<file path="config.mk">
export PLATFORM = sky130hd
export DESIGN_NAME = vmu_isqrt
export DESIGN_NICKNAME = d
export VERILOG_FILES = /design/src/rtl/core/vmu_pkg.sv /design/src/rtl/core/vmu_isqrt.sv
export SDC_FILE = /design/constraint.sdc
export NUM_CORES = 1
export LEC_CHECK = 0
export BUFFER_PORTS_ARGS = -buffer_cell sky130_fd_sc_hd__clkbuf_2
export CAP_MARGIN = 10
export CORE_UTILIZATION = 35
export CTS_CLUSTER_DIAMETER = 80
export DETAILED_ROUTE_END_ITERATION = 16
export GPL_TIMING_DRIVEN = 0
export PLACE_DENSITY = 0.5
export SLEW_MARGIN = 15
export SYNTH_ARGS = -nofsm -noshare
export SYNTH_HDL_FRONTEND = slang
export SYNTH_SLANG_ARGS = --single-unit
</file>
<file path="constraint.sdc">
create_clock -name clk -period 8.3 [get_ports clk]
set_input_delay 0 -clock clk [delete_from_list [all_inputs] [get_ports clk]]
set_output_delay 0 -clock clk [all_outputs]
set_load 0.01 [all_outputs]
</file>
<file path="src/rtl/core/vmu_pkg.sv">
// Shared widths, operation codes, payload types and helpers for the vector math unit.
package vmu_pkg;

	localparam int COMP_W    = 16;
	localparam int SCAL_W    = 25;
	localparam int FRAC_BITS = 8;
	localparam int RAD_W     = 2 * COMP_W + 2;
	localparam int ROOT_W    = RAD_W / 2;
	localparam int NUM_W     = 2 * COMP_W - 1;
	localparam int QUO_W     = COMP_W;
	localparam int WIDE_W    = 2 * COMP_W + 2;
	localparam int SQ_N      = ROOT_W;
	localparam int DIV_N     = QUO_W;

	localparam logic [2:0] FN_MAG   = 3'd0;
	localparam logic [2:0] FN_NORM  = 3'd1;
	localparam logic [2:0] FN_DIST  = 3'd2;
	localparam logic [2:0] FN_CLAMP = 3'd3;
	localparam logic [2:0] FN_DOT   = 3'd4;
	localparam logic [2:0] FN_CROSS = 3'd5;

	typedef struct packed {
		logic [2:0][COMP_W-1:0] vec;
		logic [SCAL_W-1:0]      scalar;
		logic                   sat;
	} res_t;

	typedef struct packed {
		logic                  use_div;
		logic                  use_mag;
		logic [2:0]            neg;
		logic [2:0][NUM_W-1:0] num;
		res_t                  res;
	} side_t;

	typedef struct packed {
		side_t             side;
		logic [ROOT_W-1:0] root;
	} tail_t;

	// Divide by 2^FRAC_BITS, truncating toward zero.
	function automatic logic signed [WIDE_W-1:0] rescale(input logic signed [WIDE_W-1:0] v);
		logic signed [WIDE_W-1:0] bias;
		bias = v[WIDE_W-1] ? ((WIDE_W'(1) <<< FRAC_BITS) - WIDE_W'(1)) : '0;
		return (v + bias) >>> FRAC_BITS;
	endfunction

endpackage

</file>
<file path="src/rtl/core/vmu_isqrt.sv">
// Pipelined integer square root, one result bit per stage, rounding down.
module vmu_isqrt (
	input  logic                                      clk,
	input  logic                                      en,
	input  logic [vmu_pkg::RAD_W-1:0]                 rad,
	output logic [vmu_pkg::ROOT_W-1:0]                root
);

	localparam int REM_W = vmu_pkg::ROOT_W + 3;

	logic [vmu_pkg::RAD_W-1:0]  rad_q  [vmu_pkg::SQ_N];
	logic [REM_W-1:0]           rem_q  [vmu_pkg::SQ_N];
	logic [vmu_pkg::ROOT_W-1:0] root_q [vmu_pkg::SQ_N];

	for (genvar k = 0; k < vmu_pkg::SQ_N; k++) begin : g_step
		logic [vmu_pkg::RAD_W-1:0]  rad_in;
		logic [REM_W-1:0]           rem_in;
		logic [REM_W-1:0]           rem_sh;
		logic [REM_W-1:0]           trial;
		logic [vmu_pkg::ROOT_W-1:0] root_in;

		if (k == 0) begin : g_first
			assign rad_in  = rad;
			assign rem_in  = '0;
			assign root_in = '0;
		end else begin : g_next
			assign rad_in  = rad_q[k-1];
			assign rem_in  = rem_q[k-1];
			assign root_in = root_q[k-1];
		end

		// bring down the next two radicand bits and try root*4+1
		assign rem_sh = {rem_in[REM_W-3:0], rad_in[vmu_pkg::RAD_W-1 -: 2]};
		assign trial  = {1'b0, root_in, 2'b01};

		always_ff @(posedge clk) begin
			if (en) begin
				rad_q[k] <= rad_in << 2;
				if (rem_sh >= trial) begin
					rem_q[k]  <= rem_sh - trial;
					root_q[k] <= {root_in[vmu_pkg::ROOT_W-2:0], 1'b1};
				end else begin
					rem_q[k]  <= rem_sh;
					root_q[k] <= {root_in[vmu_pkg::ROOT_W-2:0], 1'b0};
				end
			end
		end
	end

	assign root = root_q[vmu_pkg::SQ_N-1];

endmodule

</file>
# == After elaboration in Yosys (flattened, before gate mapping) ==
# Memories as Yosys holds them, arrays and structs flattened.
# Cells that the tools add are included.
# word_totals
output_inout_bits,17
ramBits,1173
input_bits,36
n_memories,3
wordCells,209
ff_bits,0
# op_classes
n_bitwise,34
order_cmp,17
muxes,138
add_sub_neg,17
# mem_list
name,words,width,read_ports,rd_clocked_by_memory_dff,wr,line_no,rtl
rad_q,17,32,16,0,17,vmu_isqrt.sv:11,logic [vmu_pkg::RAD_W-1:0] rad_q [vmu_pkg::SQ_N];
rem_q,17,20,16,0,17,vmu_isqrt.sv:12,logic [REM_W-1:0] rem_q [vmu_pkg::SQ_N];
root_q,17,17,17,0,17,vmu_isqrt.sv:13,logic [vmu_pkg::ROOT_W-1:0] root_q [vmu_pkg::SQ_N];
# ops
operator,count
20-bit two-way mux,17
20-bit by 19-bit >= comparator with 1-bit output,16
20-bit by 19-bit subtractor with 20-bit output,16
17-bit two-way mux,17
1-bit two-way mux,104
1-bit bitwise OR,34
"2-bit by 1-bit subtractor with 3-bit output, second input constant",1
"2-bit by 1-bit >= comparator with 1-bit output, second input constant",1

# == Longest topological paths before layout ==
# An unclocked memory read counts as a cell.
# depth
ltp_word,6
depth_mapped,11
mapped_depth_nobuf,9

# == Least setup slack after synthesis ==
# No wires, ideal clock.
# synth_path
path_kind,register -> register
start,mem rem_q[13][11] (netlist bit)
end,mem rem_q[14][13] (netlist bit) (data pin)
required_ns,8.040
synth_period_minus_slack_ns,2.939
arrival_time_ns,2.679
setup_time_ns,0.260
path_stages_with_launch,11
path_slack_ns,5.361
path_cell_list,edfxtp_1 -> ha_1 -> clkbuf_1 -> a21o_1 -> a21o_1 -> a221oi_1 -> o21a_1 -> and2_1 -> clkbuf_1 -> buf_2 -> mux2_2
# synth_rtl
item,line_no
from (decl),vmu_isqrt.sv:12

==> results by group <==
Pwr
  • Clock Power Share: 36.7%
  • Leakage: 14.2 nW
  • Pint: 0.00690 W
  • Seq pwr share: 48.7%
  • Power density cells: 247 nW/um2
  • Max rail drop VDD: 143 uV
  • Pwr Total: 0.00928 W
  • Net Sw Power: 0.00238 W
  • Comb pwr share: 14.6%
  • Sw Share: 25.6%

Die
  • Die area: 94,800 um2
  • Chip height: 308 um
  • I/O pin cnt: 53
  • Die W: 308 um
  • Initial Util: 35.5%
  • Core area: 92,200 um2
  • Num rows: 111

STA
  • PnR worst setup slack: 4.21 ns
  • Fin crit share: 49.3%
  • Highest clock rate: 244 MHz
  • Hold Vio Cnt, Final: 0
  • Fin. max-slew vios: 0
  • Final setup TNS: 0 ns
  • Rel. slew slack: 27.9%
  • Final setup vio count: 0
  • Clock skew: 0.0250 ns
  • Min Tclk post-route: 4.09 ns
  • RSZ-0062 raised after global routing: no
  • Worst-Margin Slew: 1.08 ns

Worst setup path
  • Critical path depth: 9
  • Startpoint Class: flip-flop
  • Crit Path Max Fanout: 10
  • CP cell instances: ha_1 -> nor2b_1 -> o31a_1 -> o31ai_1 -> a21oi_1 -> nor2_1 -> clkinv_1 -> buf_2 -> mux2_2
  • RR Endpoint: rem_q[13][12]
  • CP required: 8.68 ns
  • CP peak stage delay: 0.58 ns
  • Reg2Reg Setup Slack: 4.21 ns
  • Crit. Startpoint: rem_q[12][0]
  • Crit end category: flip-flop
  • CP arrival: 4.47 ns
  • Slowest stage cell, crit path: o31ai_1
  • Reg-to-reg critical path startpoint: rem_q[12][0]
  • Crit path max-delay family: compound AO/OA/AOI/OAI gates
  • Reg2Reg Depth: 9
  • Setup CP Type: flip-flop to flip-flop
  • Worst setup path endpoint: rem_q[13][12]
  • Critical path buffer and inverter count: 2

Route
  • DR vias: 19,800
  • Drt pass-1 iters: 5
  • Post-DR wirelength/cell: 16.6 um
  • First DRT Iteration DRCs: 1,479
  • Antenna Nets Post-Route: 0
  • Final WL: 66,200 um
  • Post-route DRC: 0
  • Via density: 4.98

Yosys
  • Top cell type's share of synthesized area: 63.4%
  • Ys Warns: 0
  • Synth Flop Type: edfxtp_1
  • Seq cells post-synth: 693
  • Dominant cell type by area after synthesis: edfxtp_1
  • Fraction of registers with async set/reset: 0%
  • Post-synth EDFFs: 692
  • Post-synthesis cell count: 2,507
  • Synth Area per Inst: 13.1 um2
  • Synth top area cells: edfxtp_1 (63%), ha_1 (6.6%), xnor2_1 (2.6%)
  • Cell area after synthesis: 32,800 um2
  • Net Count, Synth: 2,715
  • Library cells used by synthesis: 71
  • Post-synthesis sequential area ratio: 63.5%

Min path
  • HP Class: input port to flip-flop

Layout
  • Most common cell after layout, fill and taps aside: edfxtp_1
  • Finished Cell Area: 37,600 um2
  • Most frequent cells in the layout: edfxtp_1 (692), inv_1 (204), ha_1 (172), nand2_1 (144), nor2_1 (125)
  • Inserted Diodes: 0
  • FILL cells: 8,612
  • Area Growth Syn to Fin: 14.8%
  • FF/Latch Area: 20,800 um2
  • Area occupied by multi-input gates: 10,900 um2
  • Final nets: 2,888
  • Layout cells sized above 1: 10.3%

Place
  • Final HPWL DP: 48,300 um
  • Port Buf Inserts: 52
  • Placed Area: 34,700 um2
  • Place WS: 3.82 ns
  • Routability cong.: 0.870

Run
  • Maxcap violations: 0

Global route
  • Largest net degree at the start of global routing: 107
  • Vias in the first global route: 19,900
  • GRT Util Overall: 14.1%
  • Remaining global-route overflow: 0
  • Antenna violations before repair: 0
  • First-pass GRT wire length: 106,000 um

Clock tree
  • PostCTS Resize Cnt: 0
  • CTS Sinks: 693
  • Root buf cell: clkbuf_16
  • Clk_lat worst skew: 0.63 ns
  • Htree depth: 3
  • Post-CTS setup buffer count: 0
  • CTS Buf Count: 80
  • Hold-fix buffers at CTS: 35
  • Clock-pin slew on the worst setup and hold paths: 0.06 ns
  • CTS max path bufs: 3
  • TritonCTS clock tree: built

Status
  • Status: complete, no violations
## worst reg2reg max path, cell delays in order (launching register included)
cell and delay [ns]:
edfxtp_1 0.41, ha_1 0.37, nor2b_1 0.17, o31a_1 0.29
o31ai_1 0.58, a21oi_1 0.46, nor2_1 0.57, clkinv_1 0.36
buf_2 0.32, mux2_2 0.32
## routing by layer
layer	GRT usage (%)	wire length, um	vias up
li1	-	-	9732
met1	17.6	29000	9522
met2	24.0	32200	409
met3	2.27	2420	155
met4	6.58	2670	0
met5	0	0	-
## power by group through the flow
| stage | combinational (W) | clock (W) | sequential [W] |
|---|---|---|---|
| 4_1_cts | 0.00136 | 0.00353 | 0.00453 |
| 2_1_floorplan | 0.00101 | 0 | 0.00450 |
| 5_1_grt | 0.00153 | 0.00365 | 0.00456 |
| 3_3_place_gp | 0.00131 | 0 | 0.00461 |
| 3_5_place_dp | 0.00134 | 0 | 0.00460 |
| 6_report | 0.00136 | 0.00341 | 0.00452 |
## kinds of logic (layout without fill, tap and decap cells)
| family | Yosys count | in the layout | share of synthesized area (%) |
|---|---|---|---|
| flops | 693 | 693 | 63.5 |
| buf+inv | 264 | 495 | 3.09 |
| compound gates | 473 | 473 | 9.25 |
| mux | 64 | 64 | 2.17 |
| simple gates | 654 | 654 | 10.4 |
| xor+xnor | 187 | 187 | 5.00 |
| fa+ha+maj | 172 | 172 | 6.57 |
## flip-flops by register name, indices dropped and copies added, names as in the netlist
name,flops
root_q,153
rad_q,272
rem_q,268
## metrics by stage
| step | util, % | hold WS [ns] | instances |
|---|---|---|---|
| finish | 40.8 | 0.0718 | 3981 |
| global route | 40.8 | 0.0585 | 3981 |
| CTS | 40.8 | 0.0260 | 3981 |
| detailed placement | 37.6 | 0.179 | 3806 |
| global placement | 37.5 | 0.177 | 3802 |
| floorplan | - | 0.0989 | 2507 |
## area by class of cell
class                   count  area share, %
flip-flops and latches    693           55.3
multi-input cells        1550           29.1
clock buffers              93           5.51
well taps                1243           4.14
inverters                 205           2.05
repair buffers             91           1.92
clock inverters            47           1.24
plain buffers              59          0.702
## synthesized netlist by cell type (all sizes together) (29+ instances only)
library cell	instances
a21oi	118
nand2b	30
a21o	40
xor2	88
o21a	46
nand2	144
nand3	54
inv	204
nand4	29
mux2	55
ha	172
xnor2	99
nor3	64
nor2	125
clkbuf	50
nor4	36
edfxtp	692
o21ai	120
## worst min-delay path by stage
stage / start / endpoint / cells past startpoint
finish: en / rad_q[0][0] / 1
global route: rad[30] / rad_q[0][30] / 2
CTS: rad[28] / rad_q[0][28] / 2
detailed placement: rad[21] / rad_q[0][21] / 1
global placement: rad[0] / rad_q[0][0] / 1
floorplan: rad[0] / rad_q[0][0] / 0
Note: power is estimated with default switching activity, not from simulation.
