===== src/rtl/core/vmu_pkg.sv =====
// Shared widths, operation codes, payload types and helpers for the vector math unit.
package vmu_pkg;

	localparam int COMP_W    = 16;
	localparam int SCAL_W    = 25;
	localparam int FRAC_BITS = 8;
	localparam int RAD_W     = 2 * COMP_W + 2;
	localparam int ROOT_W    = RAD_W / 2;
	localparam int NUM_W     = 2 * COMP_W - 1;
	localparam int QUO_W     = COMP_W;
	localparam int WIDE_W    = 2 * COMP_W + 2;
	localparam int SQ_N      = ROOT_W;
	localparam int DIV_N     = QUO_W;

	localparam logic [2:0] FN_MAG   = 3'd0;
	localparam logic [2:0] FN_NORM  = 3'd1;
	localparam logic [2:0] FN_DIST  = 3'd2;
	localparam logic [2:0] FN_CLAMP = 3'd3;
	localparam logic [2:0] FN_DOT   = 3'd4;
	localparam logic [2:0] FN_CROSS = 3'd5;

	typedef struct packed {
		logic [2:0][COMP_W-1:0] vec;
		logic [SCAL_W-1:0]      scalar;
		logic                   sat;
	} res_t;

	typedef struct packed {
		logic                  use_div;
		logic                  use_mag;
		logic [2:0]            neg;
		logic [2:0][NUM_W-1:0] num;
		res_t                  res;
	} side_t;

	typedef struct packed {
		side_t             side;
		logic [ROOT_W-1:0] root;
	} tail_t;

	// Divide by 2^FRAC_BITS, truncating toward zero.
	function automatic logic signed [WIDE_W-1:0] rescale(input logic signed [WIDE_W-1:0] v);
		logic signed [WIDE_W-1:0] bias;
		bias = v[WIDE_W-1] ? ((WIDE_W'(1) <<< FRAC_BITS) - WIDE_W'(1)) : '0;
		return (v + bias) >>> FRAC_BITS;
	endfunction

endpackage


===== src/rtl/core/vmu_div.sv =====
// Pipelined three-lane unsigned restoring divider, one quotient bit per stage.
module vmu_div (
	input  logic                                clk,
	input  logic                                en,
	input  logic [2:0][vmu_pkg::NUM_W-1:0]      num,
	input  logic [vmu_pkg::ROOT_W-1:0]          den,
	output logic [2:0][vmu_pkg::QUO_W-1:0]      quo
);

	localparam int RW = vmu_pkg::ROOT_W;
	localparam int QW = vmu_pkg::QUO_W;

	logic [RW-1:0]         den_q [vmu_pkg::DIV_N];
	logic [2:0][RW-1:0]    rem_q [vmu_pkg::DIV_N];
	logic [2:0][QW-1:0]    lo_q  [vmu_pkg::DIV_N];
	logic [2:0][QW-1:0]    quo_q [vmu_pkg::DIV_N];

	for (genvar j = 0; j < vmu_pkg::DIV_N; j++) begin : g_step
		logic [RW-1:0] den_in;

		if (j == 0) begin : g_den_first
			assign den_in = den;
		end else begin : g_den_next
			assign den_in = den_q[j-1];
		end

		always_ff @(posedge clk) begin
			if (en) begin
				den_q[j] <= den_in;
			end
		end

		for (genvar l = 0; l < 3; l++) begin : g_lane
			logic [RW-1:0] rem_in;
			logic [QW-1:0] lo_in;
			logic [QW-1:0] quo_in;
			logic [RW:0]   rem_sh;

			if (j == 0) begin : g_first
				assign rem_in = RW'(num[l][vmu_pkg::NUM_W-1:QW]);
				assign lo_in  = num[l][QW-1:0];
				assign quo_in = '0;
			end else begin : g_next
				assign rem_in = rem_q[j-1][l];
				assign lo_in  = lo_q[j-1][l];
				assign quo_in = quo_q[j-1][l];
			end

			assign rem_sh = {rem_in, lo_in[QW-1]};

			always_ff @(posedge clk) begin
				if (en) begin
					lo_q[j][l] <= lo_in << 1;
					if (rem_sh >= {1'b0, den_in}) begin
						rem_q[j][l] <= RW'(rem_sh - {1'b0, den_in});
						quo_q[j][l] <= {quo_in[QW-2:0], 1'b1};
					end else begin
						rem_q[j][l] <= rem_sh[RW-1:0];
						quo_q[j][l] <= {quo_in[QW-2:0], 1'b0};
					end
				end
			end
		end
	end

	assign quo = quo_q[vmu_pkg::DIV_N-1];

endmodule

===== config.mk =====
export PLATFORM = sky130hd
export DESIGN_NAME = vmu_div
export DESIGN_NICKNAME = d
export VERILOG_FILES = /design/src/rtl/core/vmu_pkg.sv /design/src/rtl/core/vmu_div.sv
export SDC_FILE = /design/constraint.sdc
export NUM_CORES = 2
export LEC_CHECK = 0
export BUFFER_PORTS_ARGS = -buffer_cell sky130_fd_sc_hd__buf_2
export CORE_MARGIN = 8
export CORE_UTILIZATION = 31
export CTS_CLUSTER_DIAMETER = 100
export CTS_CLUSTER_SIZE = 14
export DETAILED_ROUTE_END_ITERATION = 7
export GPL_TIMING_DRIVEN = 0
export PLACE_DENSITY = 0.56
export SETUP_SLACK_MARGIN = 0.02
export SYNTH_ARGS = -nofsm -noshare
export SYNTH_HDL_FRONTEND = slang
export SYNTH_SLANG_ARGS = --single-unit

===== constraint.sdc =====
create_clock -name clk -period 4.4 [get_ports clk]
set_input_delay 0.88 -clock clk [delete_from_list [all_inputs] [get_ports clk]]
set_output_delay 0.88 -clock clk [all_outputs]
set_load 0.05 [all_outputs]

# Yosys cells after proc, flatten, opt, wreduce, memory -nomap -nowiden
# Memories as Yosys holds them, arrays and structs flattened.
# Cells that the tools add are included.
totals:
  reg_bits: 0
  ram_bits: 2576
  input_bits: 112
  output_inout_bits: 48
  wordCells: 582
  n_memories: 4
memory_table:
  columns: ["memory", "depth", "width", "read_ports", "rd_ports_with_merged_regs", "write_ports", "line", "source"]
  rows:
  - ["rem_q", 16, 51, 15, 0, 16, "vmu_div.sv:14", "logic [2:0][RW-1:0] rem_q [vmu_pkg::DIV_N];"]
  - ["quo_q", 16, 48, 16, 0, 16, "vmu_div.sv:16", "logic [2:0][QW-1:0] quo_q [vmu_pkg::DIV_N];"]
  - ["lo_q", 16, 45, 15, 0, 16, "vmu_div.sv:15", "logic [2:0][QW-1:0] lo_q [vmu_pkg::DIV_N];"]
  - ["den_q", 16, 17, 15, 0, 16, "vmu_div.sv:13", "logic [RW-1:0] den_q [vmu_pkg::DIV_N];"]
op_classes:
  addsub: 48
  magnitude_cmp: 48
  mux: 386
  bitwise: 96
ops:
  columns: ["cell", "count"]
  rows:
  - ["two-way mux 17 bit", 48]
  - [">= comparator 18 x 17 -> 1 bit", 45]
  - ["two-way mux 16 bit", 48]
  - ["subtractor 17 bit", 45]
  - ["two-way mux 1 bit", 290]
  - ["OR 1 bit", 96]
  - [">= comparator 16 x 17 -> 1 bit", 3]
  - ["subtractor 16 x 17 -> 17 bit", 3]

# Longest topological paths before layout
# An unclocked memory read counts as a cell.
depth:
  word_depth: 6
  depth_mapped: 13
  ltp_nobuf: 12

# Least setup slack after synthesis
# No wires, ideal clock.
synth_timing:
  kind: "reg2reg"
  from: "memory den_q[0][43] in the netlist's numbering"
  to: "memory rem_q[0][162] in the netlist's numbering (data pin)"
  setup_ns: 0.260
  t_arrival_ns: 3.050
  t_required_ns: 4.140
  slack_ns: 1.090
  stages_incl_launch_ff: 12
  n_path_buf: 1
  period_less_slack_ns: 3.310
  path_cell_list: "edfxtp_1 inv_1 ha_1 a211o_1 or4_1 o21a_1 a31oi_1 o22ai_1 or3b_1 a21oi_4 buf_12 mux2_4"
synth_lines:
  columns: ["element", "line"]
  rows:
  - ["from (decl)", "vmu_div.sv:13"]
  - ["to (decl)", "vmu_div.sv:14"]

==> results_dict.tcl <==
set metrics [dict create \
    mappedNetlistArea_um2 99590 \
    initialDrtViolationCount 4069 \
    post-route-min-period_ps 4210 \
    number_of_instances_in_the_synthesized_netlist 8438 \
    final_hold_viol_count 0 \
    report.final.setup_viol 0 \
    vdd.ir_drop.worst_mv 0.2863 \
    postSynthRegisterBits 1788 \
    drv_slew 0 \
    multiInputGateArea_um2 43190 \
    share_comb_of_total_power 0.445 \
    ys.flop_type "edfxtp_1" \
    crit_family "buffers and inverters" \
    worstPathCellList "buf_8 -> buf_16 -> clkbuf_2 -> buf_12 -> clkbuf_2 -> clkdlybuf4s15_1 -> clkbuf_2" \
    globalRouteMet3Util 0.02028 \
    detailed_place.area_um2 106200 \
    boundaryPins 160 \
    clock_path_buffers 4 \
    die_width_um 582.8 \
    switching_share 0.3790 \
    post_route_cells_drive_above_1_share 0.09798 \
    reg_area_um2 53680 \
    synth_fp_nets 9408 \
    synth_enable_flop_cells 1787 \
    path_max_fanout 100 \
    cts.sinks 1788 \
    grt_overflow 0 \
    placeable_core_region_um2 320400 \
    fin_skew_ps 70.64 \
    cts_tree "done" \
    total_leakage_power_nw 42.00 \
    grt_first_pass_wirelength_um 441500 \
    critPathArrivalTime_ps 4650 \
    fin_area_um2 110800 \
    final_core_utilization 0.3457 \
    grt_util_met1 0.2054 \
    outcome "finished clean" \
    yosysWarningCount 0 \
    chipHeight_um 582.8 \
    nFillCells 31363 \
    area_leader_netlist "edfxtp_1" \
    grt.total_usage 0.1715 \
    viasPerCell 5.082 \
    cts_inserted_buffers 158 \
    cp.buffers_inverters 7 \
    cpMostUsedCell "clkbuf_2" \
    synth_top_area_frac 0.5388 \
    synthesis.area_per_instance_um2 11.80 \
    drcViolationCount 0 \
    clk_pin_slew_worst_paths_ps 60 \
    netlist-cell-type-count 82 \
    timing.max_cap.violations 0 \
    nNetsFinal 9737 \
    fmax_mhz 237.6 \
    p_int_mw 45.98 \
    share_clk_of_total_power 0.180 \
    hp-class "in -> reg" \
    worst_path_max_delay_cell "clkdlybuf4s15_1" \
    count_of_tritonroute_iterations_in_the_first_routing_pass 7 \
    slew_of_the_pin_with_the_lowest_slew_margin_ps 1352 \
    cp_data_required_time_ps 4840 \
    routedWlPerCell_um 23.13 \
    cts-root-buf "clkbuf_16" \
    max_stage_delay_ps 840 \
    port_buffers 159 \
    globalRouteMet2Util 0.3097 \
    timing.final.crit_share 0.9567 \
    grt_start_max_net_pins 110 \
    clkLatencyLatePin_ps 870 \
    postSynth.asyncResetShare 0 \
    ctsHtreeMaxLevel 4 \
    fp_rows 208 \
    dieArea_um2 339600 \
    initial_utilization 0.3109 \
    worstSetupStartpointType "input pin" \
    synth_area_leaders "edfxtp_1, ha_1, mux2_2" \
    criticalPathCategory "in -> reg" \
    total_wire_length_um 303300 \
    postCtsHoldBufs 0 \
    initial_antenna_violation_count 8 \
    seq_area_frac_synth 0.5390 \
    post-dp-hpwl_um 243900 \
    vias_in_the_first_global_route 67040 \
    power_density_nw_per_um2 668.6 \
    areaGrowthSynthToFinish_pct 11.21 \
    routed-via-count 66659 \
    critPathCaptureType "flop" \
    net-switching-power_mw 28.07 \
    drt_antenna_net_count 0 \
    grt_setup_unrepaired "true" \
    gpl.final_weighted_congestion 0.8891 \
    grt-busiest-layer "met2" \
    timing.slew.headroom 0.09840 \
    sequentialPowerShare 0.375 \
]
Yosys cell counts (50+ instances only):
cell / count
edfxtp_1: 1787
o21ai_0: 507
and3_1: 52
xnor2_1: 351
nand2b_1: 83
o21a_1: 166
nor3_1: 129
mux2_2: 315
a21o_1: 192
nand4_1: 98
o211ai_1: 65
o31a_1: 50
o31ai_1: 73
or3_1: 74
ha_1: 813
nand2_1: 554
nor2_1: 617
clkbuf_1: 158
nor2b_1: 131
xor2_1: 198
nand3_1: 123
a21oi_1: 615
a211oi_1: 60
inv_1: 530
a31oi_1: 76
mux2i_1: 52
flip-flops by register name, summed over array words and instances (netlist names):
| register | flops |
|---|---|
| den_q | 255 |
| rem_q | 765 |
| lo_q | 360 |
| quo_q | 408 |
per-layer routing:
metal  vias up  share of wire
li1      32168              -
met1     32523           0.42
met2      1492           0.50
met3       476          0.036
met4         0          0.050
met5         -              0
power by group through the flow:
stage | logic (mW) | registers [mW] | clock network, mW
2_1_floorplan | 24.4 | 26.5 | 0
3_3_place_gp | 32.5 | 28.3 | 0
3_5_place_dp | 32.6 | 28.2 | 0
4_1_cts | 32.9 | 27.8 | 13.8
5_1_grt | 36.4 | 28.1 | 14.3
6_report | 32.9 | 27.8 | 13.3
worst paths after layout:
kind                                    start             to  slack, ps  cells after the start
worst max-delay path                       en  rem_q[0][333]        190                      7
worst min-delay path                   num[4]     lo_q[0][4]        190                      1
worst max register to register   den_q[1][85]  rem_q[1][355]        260                     11
worst min register to register  quo_q[1][198]  quo_q[1][247]        360                      0
cell usage in the layout, fill, tap and decap left out, types with 166 or more instances in the layout:
cell type  count
edfxtp_1    1787
ha_1         813
nor2_1       617
a21oi_1      615
nand2_1      554
inv_1        530
o21ai_0      506
xnor2_1      351
mux2_2       315
xor2_1       198
a21o_1       192
buf_2        177
o21a_1       166
area by class of cell:
cell class	count	share of cell area
inverters	530	0.01796
clock inverters	31	0.003999
multi-input cells	5932	0.3900
diodes	3	0.00006778
clock buffers	170	0.03677
flip-flops and latches	1788	0.4847
repair buffers	173	0.01035
plain buffers	184	0.007524
well taps	4305	0.04863
per-stage QoR:
stage | power, mW | setup WS, ps | TNS, ps | cells | hold WS, ps
after floorplan | 50.83 | 1090 | 0 | 8438 | 400.3
final | 74.05 | 190.4 | 0 | 13116 | 192.4
after CTS | 74.53 | 41.96 | 0 | 13116 | 108.0
after global routing | 78.85 | 19.19 | 0 | 13114 | 132.3
after global placement | 60.79 | -13600 | - | 12902 | 400.5
after detailed placement | 60.81 | -1275 | -994800 | 12916 | 404.5
cells by family after synthesis:
group,count (synthesis),share of synthesized area
xor+xnor,549,0.04828
buf+inv,718,0.02774
fa+ha+maj,858,0.1112
simple gates,2014,0.09518
flops,1788,0.5390
mux,381,0.04296
compound gates,2130,0.1356
what timing repair did:
item	4_1_cts	5_1_grt
cloned	0	0
endpoints found under the setup margin	398	132
buffers inserted	0	0
resized for setup	17	28
(Power assumes the default switching activity.)
